==> src/rrrl_pkg.sv <==
`default_nettype none

package rrrl_pkg;

    // Request kinds carried in the slave-side tuser
    localparam logic [1:0] REQ_ADD    = 2'd0;
    localparam logic [1:0] REQ_REMOVE = 2'd1;
    localparam logic [1:0] REQ_NEXT   = 2'd2;
    localparam logic [1:0] REQ_SET    = 2'd3;

    // Result status codes
    localparam logic [1:0] ST_OK        = 2'd0;
    localparam logic [1:0] ST_NOT_FOUND = 2'd1;
    localparam logic [1:0] ST_PRESENT   = 2'd2;
    localparam logic [1:0] ST_NO_NEXT   = 2'd3;

    // Field widths of the stream payloads
    localparam int ID_W     = 4;
    localparam int REQ_W    = 2;
    localparam int STATUS_W = 2;
    localparam int COUNT_W  = 5;
    localparam int IN_W     = 8;
    localparam int OUT_W    = 24;

    // Sequencer states
    typedef enum logic [2:0] {
        S_IDLE,
        S_DECIDE,
        S_SUCC,
        S_WALK,
        S_TAIL,
        S_NEXT,
        S_DONE
    } state_t;

endpackage

`default_nettype wire

==> src/round_robin_ready_list_top.sv <==
`default_nettype none

// Channel   | Dir | Signals                        | Contents
// s_axis    | in  | tvalid, tready, tdata, tuser   | request: proc_id, req_type
// m_axis    | out | tvalid, tready, tdata          | result: status, ids, count, flags
//
// One request at a time. Set current, duplicate add, rejected requests and add to an
// empty list go straight from decode to the result; add to a non-empty list walks the
// chain from head to tail, remove walks it to find the predecessor unless the entry is
// the head, and next reads the current entry's link. The link table has one registered
// read port, and each step of the chain walk costs one read of it.
// rst_n clears the sequencer, head, current, count and the per-entry listed bits;
// the link table itself needs no clearing. A stalled result sits in the output
// register while the next request is already taken.

module round_robin_ready_list_top
    import rrrl_pkg::*;
#(
    parameter int MAX_IDS = 16
)(
    input  wire logic                 clk,
    input  wire logic                 rst_n,
    input  wire logic                 s_axis_tvalid,
    output logic                      s_axis_tready,
    input  wire logic [IN_W-1:0]      s_axis_tdata,  // [3:0] proc_id, [7:4] zero
    input  wire logic [REQ_W-1:0]     s_axis_tuser,  // [1:0] req_type
    output logic                      m_axis_tvalid,
    input  wire logic                 m_axis_tready,
    output logic [OUT_W-1:0]          m_axis_tdata   // [1:0] status, [5:2] next_id,
                                                     // [9:6] current_id, [10] current_valid,
                                                     // [15:11] active_count,
                                                     // [16] list_empty, [23:17] zero
);

    localparam int IW = (MAX_IDS > 1) ? $clog2(MAX_IDS) : 1;
    localparam int LW = $clog2(MAX_IDS + 1);
    localparam int CW = $clog2(MAX_IDS + 1);
    localparam logic [LW-1:0] LINK_END = LW'(MAX_IDS);

    // Registers
    state_t                 state_reg, state_next;
    logic [REQ_W-1:0]       req_reg, req_next;
    logic [ID_W-1:0]        id_reg, id_next;
    logic [LW-1:0]          head_reg, head_next;
    logic [ID_W-1:0]        cur_reg, cur_next;
    logic                   cur_valid_reg, cur_valid_next;
    logic [CW-1:0]          count_reg, count_next;
    logic [MAX_IDS-1:0]     listed_reg, listed_next;
    logic [IW-1:0]          k_reg, k_next;
    logic [LW-1:0]          target_reg, target_next;
    logic [LW-1:0]          wval_reg, wval_next;
    logic [STATUS_W-1:0]    status_reg, status_next;
    logic [ID_W-1:0]        nxt_reg, nxt_next;
    logic                   m_valid_reg, m_valid_next;
    logic [OUT_W-1:0]       m_data_reg, m_data_next;

    // Link table
    logic [LW-1:0]          link_mem [MAX_IDS];
    logic [LW-1:0]          rdata_reg;
    logic                   mem_we;
    logic [IW-1:0]          mem_waddr;
    logic [LW-1:0]          mem_wdata;
    logic [IW-1:0]          mem_raddr;

    // Shared decode
    logic [IW-1:0]          id_idx;
    logic [IW-1:0]          cur_idx;
    logic                   id_ok;
    logic                   id_listed;
    logic                   head_empty;
    logic                   next_ok;
    logic                   walk_hit;
    logic                   out_free;

    assign id_idx     = IW'(id_reg);
    assign cur_idx    = IW'(cur_reg);
    assign id_ok      = (32'(id_reg) < 32'(MAX_IDS));
    assign id_listed  = id_ok && listed_reg[id_idx];
    assign head_empty = (head_reg == LINK_END);
    assign next_ok    = !head_empty && cur_valid_reg && (32'(cur_reg) < 32'(MAX_IDS))
                        && listed_reg[cur_idx];
    assign walk_hit   = (rdata_reg == target_reg);
    assign out_free   = !m_valid_reg || m_axis_tready;

    assign s_axis_tready = (state_reg == S_IDLE);
    assign m_axis_tvalid = m_valid_reg;
    assign m_axis_tdata  = m_data_reg;

    // Next state
    always_comb
    begin
        state_next = state_reg;
        case (state_reg)
            S_IDLE:
            begin
                if (s_axis_tvalid)
                    state_next = S_DECIDE;
            end
            S_DECIDE:
            begin
                state_next = S_DONE;
                if (id_ok)
                begin
                    case (req_reg)
                        REQ_ADD:    if (!id_listed && !head_empty) state_next = S_WALK;
                        REQ_REMOVE: if (id_listed) state_next = S_SUCC;
                        REQ_NEXT:   if (next_ok) state_next = S_NEXT;
                        default:    state_next = S_DONE;
                    endcase
                end
            end
            S_SUCC:
            begin
                state_next = (head_reg == LW'(id_reg)) ? S_DONE : S_WALK;
            end
            S_WALK:
            begin
                if (walk_hit)
                    state_next = (req_reg == REQ_ADD) ? S_TAIL : S_DONE;
            end
            S_TAIL:   state_next = S_DONE;
            S_NEXT:   state_next = S_DONE;
            S_DONE:
            begin
                if (out_free)
                    state_next = S_IDLE;
            end
            default:  state_next = S_IDLE;
        endcase
    end

    // Datapath, table access and result register
    always_comb
    begin
        req_next       = req_reg;
        id_next        = id_reg;
        head_next      = head_reg;
        cur_next       = cur_reg;
        cur_valid_next = cur_valid_reg;
        count_next     = count_reg;
        listed_next    = listed_reg;
        k_next         = k_reg;
        target_next    = target_reg;
        wval_next      = wval_reg;
        status_next    = status_reg;
        nxt_next       = nxt_reg;
        m_valid_next   = m_valid_reg && !m_axis_tready;
        m_data_next    = m_data_reg;
        mem_we         = 1'b0;
        mem_waddr      = k_reg;
        mem_wdata      = wval_reg;
        mem_raddr      = k_reg;

        case (state_reg)
            S_IDLE:
            begin
                // Capture the request on transfer
                if (s_axis_tvalid)
                begin
                    req_next = s_axis_tuser;
                    id_next  = s_axis_tdata[ID_W-1:0];
                end
            end
            S_DECIDE:
            begin
                status_next = ST_OK;
                nxt_next    = '0;
                if (!id_ok)
                    status_next = ST_NOT_FOUND;
                else
                begin
                    case (req_reg)
                        REQ_ADD:
                        begin
                            if (id_listed)
                                status_next = ST_PRESENT;
                            else if (head_empty)
                            begin
                                // First entry becomes head and current
                                mem_we              = 1'b1;
                                mem_waddr           = id_idx;
                                mem_wdata           = LINK_END;
                                head_next           = LW'(id_reg);
                                cur_next            = id_reg;
                                cur_valid_next      = 1'b1;
                                listed_next[id_idx] = 1'b1;
                                count_next          = count_reg + 1'b1;
                            end
                            else
                            begin
                                // Walk from head to the tail
                                mem_raddr   = IW'(head_reg);
                                k_next      = IW'(head_reg);
                                target_next = LINK_END;
                                wval_next   = LW'(id_reg);
                            end
                        end
                        REQ_REMOVE:
                        begin
                            if (!id_listed)
                                status_next = ST_NOT_FOUND;
                            else
                                mem_raddr = id_idx;
                        end
                        REQ_NEXT:
                        begin
                            if (!next_ok)
                                status_next = ST_NO_NEXT;
                            else
                                mem_raddr = cur_idx;
                        end
                        default:
                        begin
                            cur_next       = id_reg;
                            cur_valid_next = 1'b1;
                        end
                    endcase
                end
            end
            S_SUCC:
            begin
                // Unlink at head directly, else search for the predecessor
                if (head_reg == LW'(id_reg))
                begin
                    head_next           = rdata_reg;
                    listed_next[id_idx] = 1'b0;
                    count_next          = count_reg - 1'b1;
                end
                else
                begin
                    mem_raddr   = IW'(head_reg);
                    k_next      = IW'(head_reg);
                    target_next = LW'(id_reg);
                    wval_next   = rdata_reg;
                end
            end
            S_WALK:
            begin
                if (walk_hit)
                begin
                    // Relink the entry found
                    mem_we    = 1'b1;
                    mem_waddr = k_reg;
                    mem_wdata = wval_reg;
                    if (req_reg == REQ_REMOVE)
                    begin
                        listed_next[id_idx] = 1'b0;
                        count_next          = count_reg - 1'b1;
                    end
                end
                else
                begin
                    // Advance along the chain
                    k_next    = IW'(rdata_reg);
                    mem_raddr = IW'(rdata_reg);
                end
            end
            S_TAIL:
            begin
                mem_we              = 1'b1;
                mem_waddr           = id_idx;
                mem_wdata           = LINK_END;
                listed_next[id_idx] = 1'b1;
                count_next          = count_reg + 1'b1;
            end
            S_NEXT:
            begin
                nxt_next = (rdata_reg == LINK_END) ? ID_W'(head_reg) : ID_W'(rdata_reg);
            end
            S_DONE:
            begin
                // Load the result once the output register is free
                if (out_free)
                begin
                    m_valid_next = 1'b1;
                    m_data_next  = {7'd0,
                                    head_empty,
                                    COUNT_W'(count_reg),
                                    cur_valid_reg,
                                    cur_valid_reg ? cur_reg : {ID_W{1'b0}},
                                    nxt_reg,
                                    status_reg};
                end
            end
            default:
            begin
                status_next = status_reg;
            end
        endcase
    end

    // Control registers
    always_ff @(posedge clk or negedge rst_n)
    begin
        if (!rst_n)
        begin
            state_reg     <= S_IDLE;
            head_reg      <= LINK_END;
            cur_reg       <= '0;
            cur_valid_reg <= 1'b0;
            count_reg     <= '0;
            listed_reg    <= '0;
            m_valid_reg   <= 1'b0;
        end
        else
        begin
            state_reg     <= state_next;
            head_reg      <= head_next;
            cur_reg       <= cur_next;
            cur_valid_reg <= cur_valid_next;
            count_reg     <= count_next;
            listed_reg    <= listed_next;
            m_valid_reg   <= m_valid_next;
        end
    end

    // Payload registers
    always_ff @(posedge clk)
    begin
        req_reg    <= req_next;
        id_reg     <= id_next;
        k_reg      <= k_next;
        target_reg <= target_next;
        wval_reg   <= wval_next;
        status_reg <= status_next;
        nxt_reg    <= nxt_next;
        m_data_reg <= m_data_next;
    end

    // Link table: one write port, one registered read port
    always_ff @(posedge clk)
    begin
        if (mem_we)
            link_mem[mem_waddr] <= mem_wdata;
        rdata_reg <= link_mem[mem_raddr];
    end

    // Checks
    a_count_bound: assert property (@(posedge clk) disable iff (!rst_n)
        32'(count_reg) <= 32'(MAX_IDS))
        else $error("active count above table depth");

    a_count_listed: assert property (@(posedge clk) disable iff (!rst_n)
        32'($countones(listed_reg)) == 32'(count_reg))
        else $error("listed bits disagree with active count");

    a_empty_count: assert property (@(posedge clk) disable iff (!rst_n)
        head_empty == (count_reg == '0))
        else $error("head pointer disagrees with active count");

    a_no_idle_write: assert property (@(posedge clk) disable iff (!rst_n)
        (state_reg == S_IDLE || state_reg == S_DONE) |-> !mem_we)
        else $error("link table written outside a request");

    a_transfer_decide: assert property (@(posedge clk) disable iff (!rst_n)
        (s_axis_tvalid && s_axis_tready) |=> (state_reg == S_DECIDE))
        else $error("request transfer did not start decoding");

endmodule

`default_nettype wire
==> config.mk <==
export PLATFORM = sky130hd
export DESIGN_NAME = round_robin_ready_list_top
export DESIGN_NICKNAME = d
export VERILOG_FILES = /design/src/rrrl_pkg.sv /design/src/round_robin_ready_list_top.sv
export SDC_FILE = /design/constraint.sdc
export NUM_CORES = 1
export LEC_CHECK = 0
export ABC_AREA = 1
export BUFFER_PORTS_ARGS = -buffer_cell sky130_fd_sc_hd__buf_4
export CORE_AREA = 5 5 124 126
export DETAILED_ROUTE_END_ITERATION = 12
export DIE_AREA = 0 0 129 131
export GPL_TIMING_DRIVEN = 0
export PLACE_DENSITY_LB_ADDON = 0.25
export RECOVER_POWER = 50
export SLEW_MARGIN = 30
export SYNTH_ARGS = -nofsm -noshare
export SYNTH_HDL_FRONTEND = slang
export SYNTH_SLANG_ARGS = --single-unit
export TNS_END_PERCENT = 5
==> constraint.sdc <==
create_clock -name clk -period 4.5 [get_ports clk]
set_clock_uncertainty 0.15 [all_clocks]
set_input_delay 0.225 -clock clk [delete_from_list [all_inputs] [get_ports clk]]
set_output_delay 0.225 -clock clk [all_outputs]
set_load 0.02 [all_outputs]
# Word-level counts from Yosys, hierarchy flattened
# Memory sizes are Yosys's and may differ from the RTL's. A register that Yosys moved wholly into a read port is not among the register bits.
# Index checks and enable logic that the tools add are counted.
dict set report op_classes {
  muxes 84
  n_addsub 2
  n_lt_le_gt_ge 3
  n_reduce_logical 26
  n_bitwise 4
  eq_ne 24
}
# operator count
set ops {}
lappend ops {{$mux W5} 21}
lappend ops {{$mux W16} 6}
lappend ops {{$pmux W16 S4} 1}
lappend ops {{$mux W4} 13}
lappend ops {{$pmux W5 S2} 4}
lappend ops {{$pmux W4 S3} 3}
lappend ops {{$ne A2 B2 Y1 const B} 12}
lappend ops {{$pmux W4 S2} 3}
lappend ops {{$pmux W5 S4} 1}
lappend ops {{$mux W3} 6}
lappend ops {{$pmux W3 S6} 1}
lappend ops {{$and A16 B16 Y16} 1}
lappend ops {{$not A16 Y16} 1}
lappend ops {{$or A16 B16 Y16} 1}
lappend ops {{$mux W1} 14}
lappend ops {{$eq A5 B5 Y1 const B} 2}
lappend ops {{$lt A4 B5 Y1 const B} 2}
lappend ops {{$reduce_and A5 Y1} 2}
lappend ops {{$eq A3 B3 Y1 const B} 3}
lappend ops {{$pmux W3 S3} 1}
lappend ops {{$bmux W1 S4} 2}
lappend ops {{$mux W2} 4}
lappend ops {{$reduce_and A7 Y1} 1}
lappend ops {{$eq A3 B2 Y1 const B} 2}
lappend ops {{other kinds (25)} 36}
dict set report word_totals {
  word_cells 160
  mem_bits_rw 80
  output_inout_bits 26
  memories 1
  register_bits 78
  inputBits 14
}
# memory words width read_ports rd_clocked_by_memory_dff wr line_no
set mem_list {}
lappend mem_list {link_mem 16 5 1 1 1 round_robin_ready_list_top.sv:58} ;# logic [LW-1:0] link_mem [MAX_IDS];

# Logic depth before layout (Yosys ltp)
dict set report depth {
  depth_word 9
  depth_mapped 22
  depth_no_buf 20
}

# Worst setup path after synthesis
# Ideal clock, no wire load.
dict set report synth_timing {
  path_kind {reg2reg}
  start {register req_reg[0]}
  end {register target_reg[0], enable pin}
  path_stages_with_launch 8
  slack_ns 1.592
  n_path_buf 1
  arrival_time_ns 2.355
  period_less_slack_ns 2.908
  setup_time_ns 0.404
  t_required_ns 3.946
  cell_sequence {edfxtp_1 inv_1 ha_1 buf_2 nor2_1 nor2_1 o21ai_0 nor4_1}
}
dict set report synth_between {
  elab_chain_len 3
}
# item line_no
set synth_lines {}
lappend synth_lines {{from (decl)} round_robin_ready_list_top.sv:42} ;# logic [REQ_W-1:0] req_reg, req_next;
lappend synth_lines {{from (signal assigned)} round_robin_ready_list_top.sv:320} ;# req_reg <= req_next;
lappend synth_lines {{$logic_not A2 Y1} round_robin_ready_list_top.sv:172} ;# case (req_reg)
lappend synth_lines {{$ne A2 B2 Y1 (no line)} --}
lappend synth_lines {{$reduce_and A5 Y1 (no line)} --}
lappend synth_lines {{to (signal assigned)} round_robin_ready_list_top.sv:323} ;# target_reg <= target_next;
lappend synth_lines {{to (decl)} round_robin_ready_list_top.sv:50} ;# logic [LW-1:0] target_reg, target_next;
# No other way between the ends.
# A chain may end at the register's enable or synchronous reset.

==> flow_summary.toml <==
[outcome]
outcome = "complete, but fails checks"
failed_checks = "capacitance limit, slew limit"

[grt]
track_usage_pct = 24.1
grt_max_degree = 36
antenna_found_initial = 0
grt_pass1_wl_mm = 31.0
grt_overflow = 0
grt_pass1_vias = 5906

[logic_synthesis]
synth.distinct_cells = 45
synth_ff_type = "edfxtp_1"
synth-async-reset-ratio_pct = 21.5
synth.yosys.warnings = 0
synth_edf_count = 123
ys_ff_latch = 163
synthesis.area_sq_um = 8220
syn_inst = 912
synthMostInstantiatedCell = "nand2_1"
synth.avg_cell_area_sq_um = 9.02
synth.yosys.seq_area_share_pct = 56.8
synth.largest_area_cell = "edfxtp_1"
synth_top_area_share_pct = 44.9
ys_top_cells_by_count = "228 x nand2_1, 139 x inv_1, 130 x nand3_1, 123 x edfxtp_1, 54 x nor2_1"
synth_area_leaders = "edfxtp_1 45%, nand2_1 10%, dfrtp_1 10%, nand3_1 7.9%, inv_1 6.3%"

[timing]
clock.fmax_ghz = 0.275
min_period_over_period_pct = 80.7
setup_viol_count_final = 0
tightest_slew_ps = 2010
maxSlewViolCount = 36
rsz0062_at_grt = "false"
max_slew_margin_pct = -34.2
timing.setup.tns_ps = 0
hold_violations = 0
worst_slack_ps = 870
min_period_ps = 3630

[cells_and_area]
fin_nets = 997
largest_register = "link_mem"
antenna-diode-count = 0
fin_util_pct = 64.8
largest_register_ffs = 80
areaGrowthSynthToFinish_pct = 12.0
multi_input_area_sq_um = 2790
fin_area_sq_um = 9210
fillers = 1189
drive_above_1_share_pct = 8.11
seq_area_sq_um = 4670

[die]
row_count = 44
ios = 40
die_w_um = 129
core_area_sq_um = 14200
die_h_um = 131
die_area_sq_um = 16900
start_util_pct = 57.9

[routing]
first_pass_iters = 5
wirelength_mm = 19.2
post_drt_wl_per_cell_um = 16.4
drtIter0Drc = 761
vias = 6453
via_per_inst = 5.51
drcViolationCount = 0
postRouteAntennaNets = 0

[cts]
cts.sinks = 163
post_cts_resized = 0
clockBufferDepth = 2
cts_tree = "built"
cts_buffers = 17
worstSkewPairLatency_ps = 420
clkTransAtPathRegs_ps = 60
ctsHtreeMaxLevel = 4
root_buffer = "clkbuf_16"

[worst_hold_path]
min_path_type = "input pin to register"

[critical_path]
worstSetupEndpointType = "register"
path_class = "register to register"
crit_fanout = 10
crit_arrival_ps = 3770
required_ps = 4640
startpoint_type = "register"

[place]
dpl_worst_slack_ps = 1160
postPlaceCellArea_sq_um = 8720
hpwlAfterDp_mm = 13.6
gp_congestion = 0.958
io_buffers = 28

[pwr]
p_per_area_nw_per_um2 = 782
vdd_drop_max_mv = 0.381
p_leak_nw = 4.04

[job]
maxCapViolations = 1
==> worst max-delay path, stage by stage, from the launching register on <==
cell and delay (ps):
edfxtp_1 420, inv_1 100, ha_1 140, clkbuf_1 370
nor2_1 130, nor2_1 440, nor2_1 80, nor4_1 470
nand2_1 140, clkbuf_1 330, nor3_2 440, nand2_1 140
nand2_1 80, o21ai_1 60
==> final timing paths <==
check                                    from                          to  slack, ps  cells after the start
worst max-delay path               req_reg[1]                    register        870                     13
worst min-delay path            s_axis_tvalid                state_reg[2]         80                      3
worst max register to register     req_reg[1]                    register        870                     13
worst min register to register  status_reg[1]             m_axis_tdata[1]        270                      0
max in group asynchronous               rst_n                state_reg[0]       2280                      2
min in group asynchronous               rst_n  asynchronous set/reset pin        760                      2
==> cells in the final DEF, fill, tap and decap left out, types with 4 or more instances in the layout <==
cell | netlist | final
nor3_1 | 3 | 5
xor2_1 | 4 | 4
dlygate4sd3_1 | 0 | 8
clkinv_1 | 0 | 7
o21ai_0 | 33 | 35
o21ai_1 | 17 | 15
dfrtp_1 | 34 | 34
inv_1 | 139 | 141
clkinvlp_4 | 0 | 4
o22ai_1 | 4 | 4
xnor2_1 | 5 | 5
clkbuf_1 | 8 | 33
clkbuf_16 | 0 | 17
dfxtp_1 | 5 | 5
nand2_1 | 228 | 231
nand3b_1 | 21 | 21
conb_1 | 1 | 7
buf_2 | 13 | 11
nor2_1 | 54 | 52
buf_4 | 13 | 15
nand4_1 | 6 | 7
nand3_1 | 130 | 130
edfxtp_1 | 123 | 123
a21oi_1 | 15 | 15
clkbuf_4 | 0 | 6
nor2_2 | 1 | 4
ha_1 | 7 | 7
==> cell families (layout without fill, tap and decap cells) <==
kind of cell | Yosys count | after routing | synth area share, %
AND/OR/NAND/NOR | 464 | 464 | 25.8
buffers and inverters | 180 | 249 | 9.10
flip-flops | 163 | 163 | 56.8
AO/OA/AOI/OAI | 87 | 87 | 6.00
XOR/XNOR | 9 | 9 | 0.959
adder cells (fa/ha/maj) | 8 | 8 | 1.31
other | 1 | 7 | 0.0456
==> through the flow <==
stage                     hold slack (ps)  instances  power (mW)
after floorplan                      -221        918        4.83
after global placement               59.0       1130        5.78
after detailed placement             61.3       1132        5.87
after CTS                            49.5       1171        7.23
after global routing                  113       1171        7.72
final                                80.5       1171        7.20
==> what timing repair did <==
action / in CTS / in global routing
buffers inserted: 0 / 0
endpoints found under the hold margin: 43 / 0
hold buffers: 8 / 0
==> metal layers <==
metal	up-vias	global-route usage, %	share of wire (%)
met5	-	0	0
met4	0	6.98	1.6
met3	38	5.24	9.1
met2	291	36.3	45
met1	3002	35.6	45
li1	3122	-	-
==> area by class of cell <==
| type | count | area share [%] |
|---|---|---|
| clock buffers | 18 | 4.66 |
| flip-flops and latches | 163 | 50.7 |
| clock inverters | 13 | 1.29 |
| repair buffers | 38 | 2.43 |
| inverters | 145 | 5.91 |
| plain buffers | 35 | 2.17 |
| well taps | 184 | 2.50 |
| multi-input cells | 575 | 30.3 |
==> power breakdown <==
group          switching, mW  leakage [nW]  internal [mW]
Sequential             0.253          1.60           2.19
Combinational           2.38          2.18           1.03
Clock                  0.549         0.255          0.800
Total                   3.19          4.04           4.01
No activity file was read; power rests on OpenSTA's default activity.
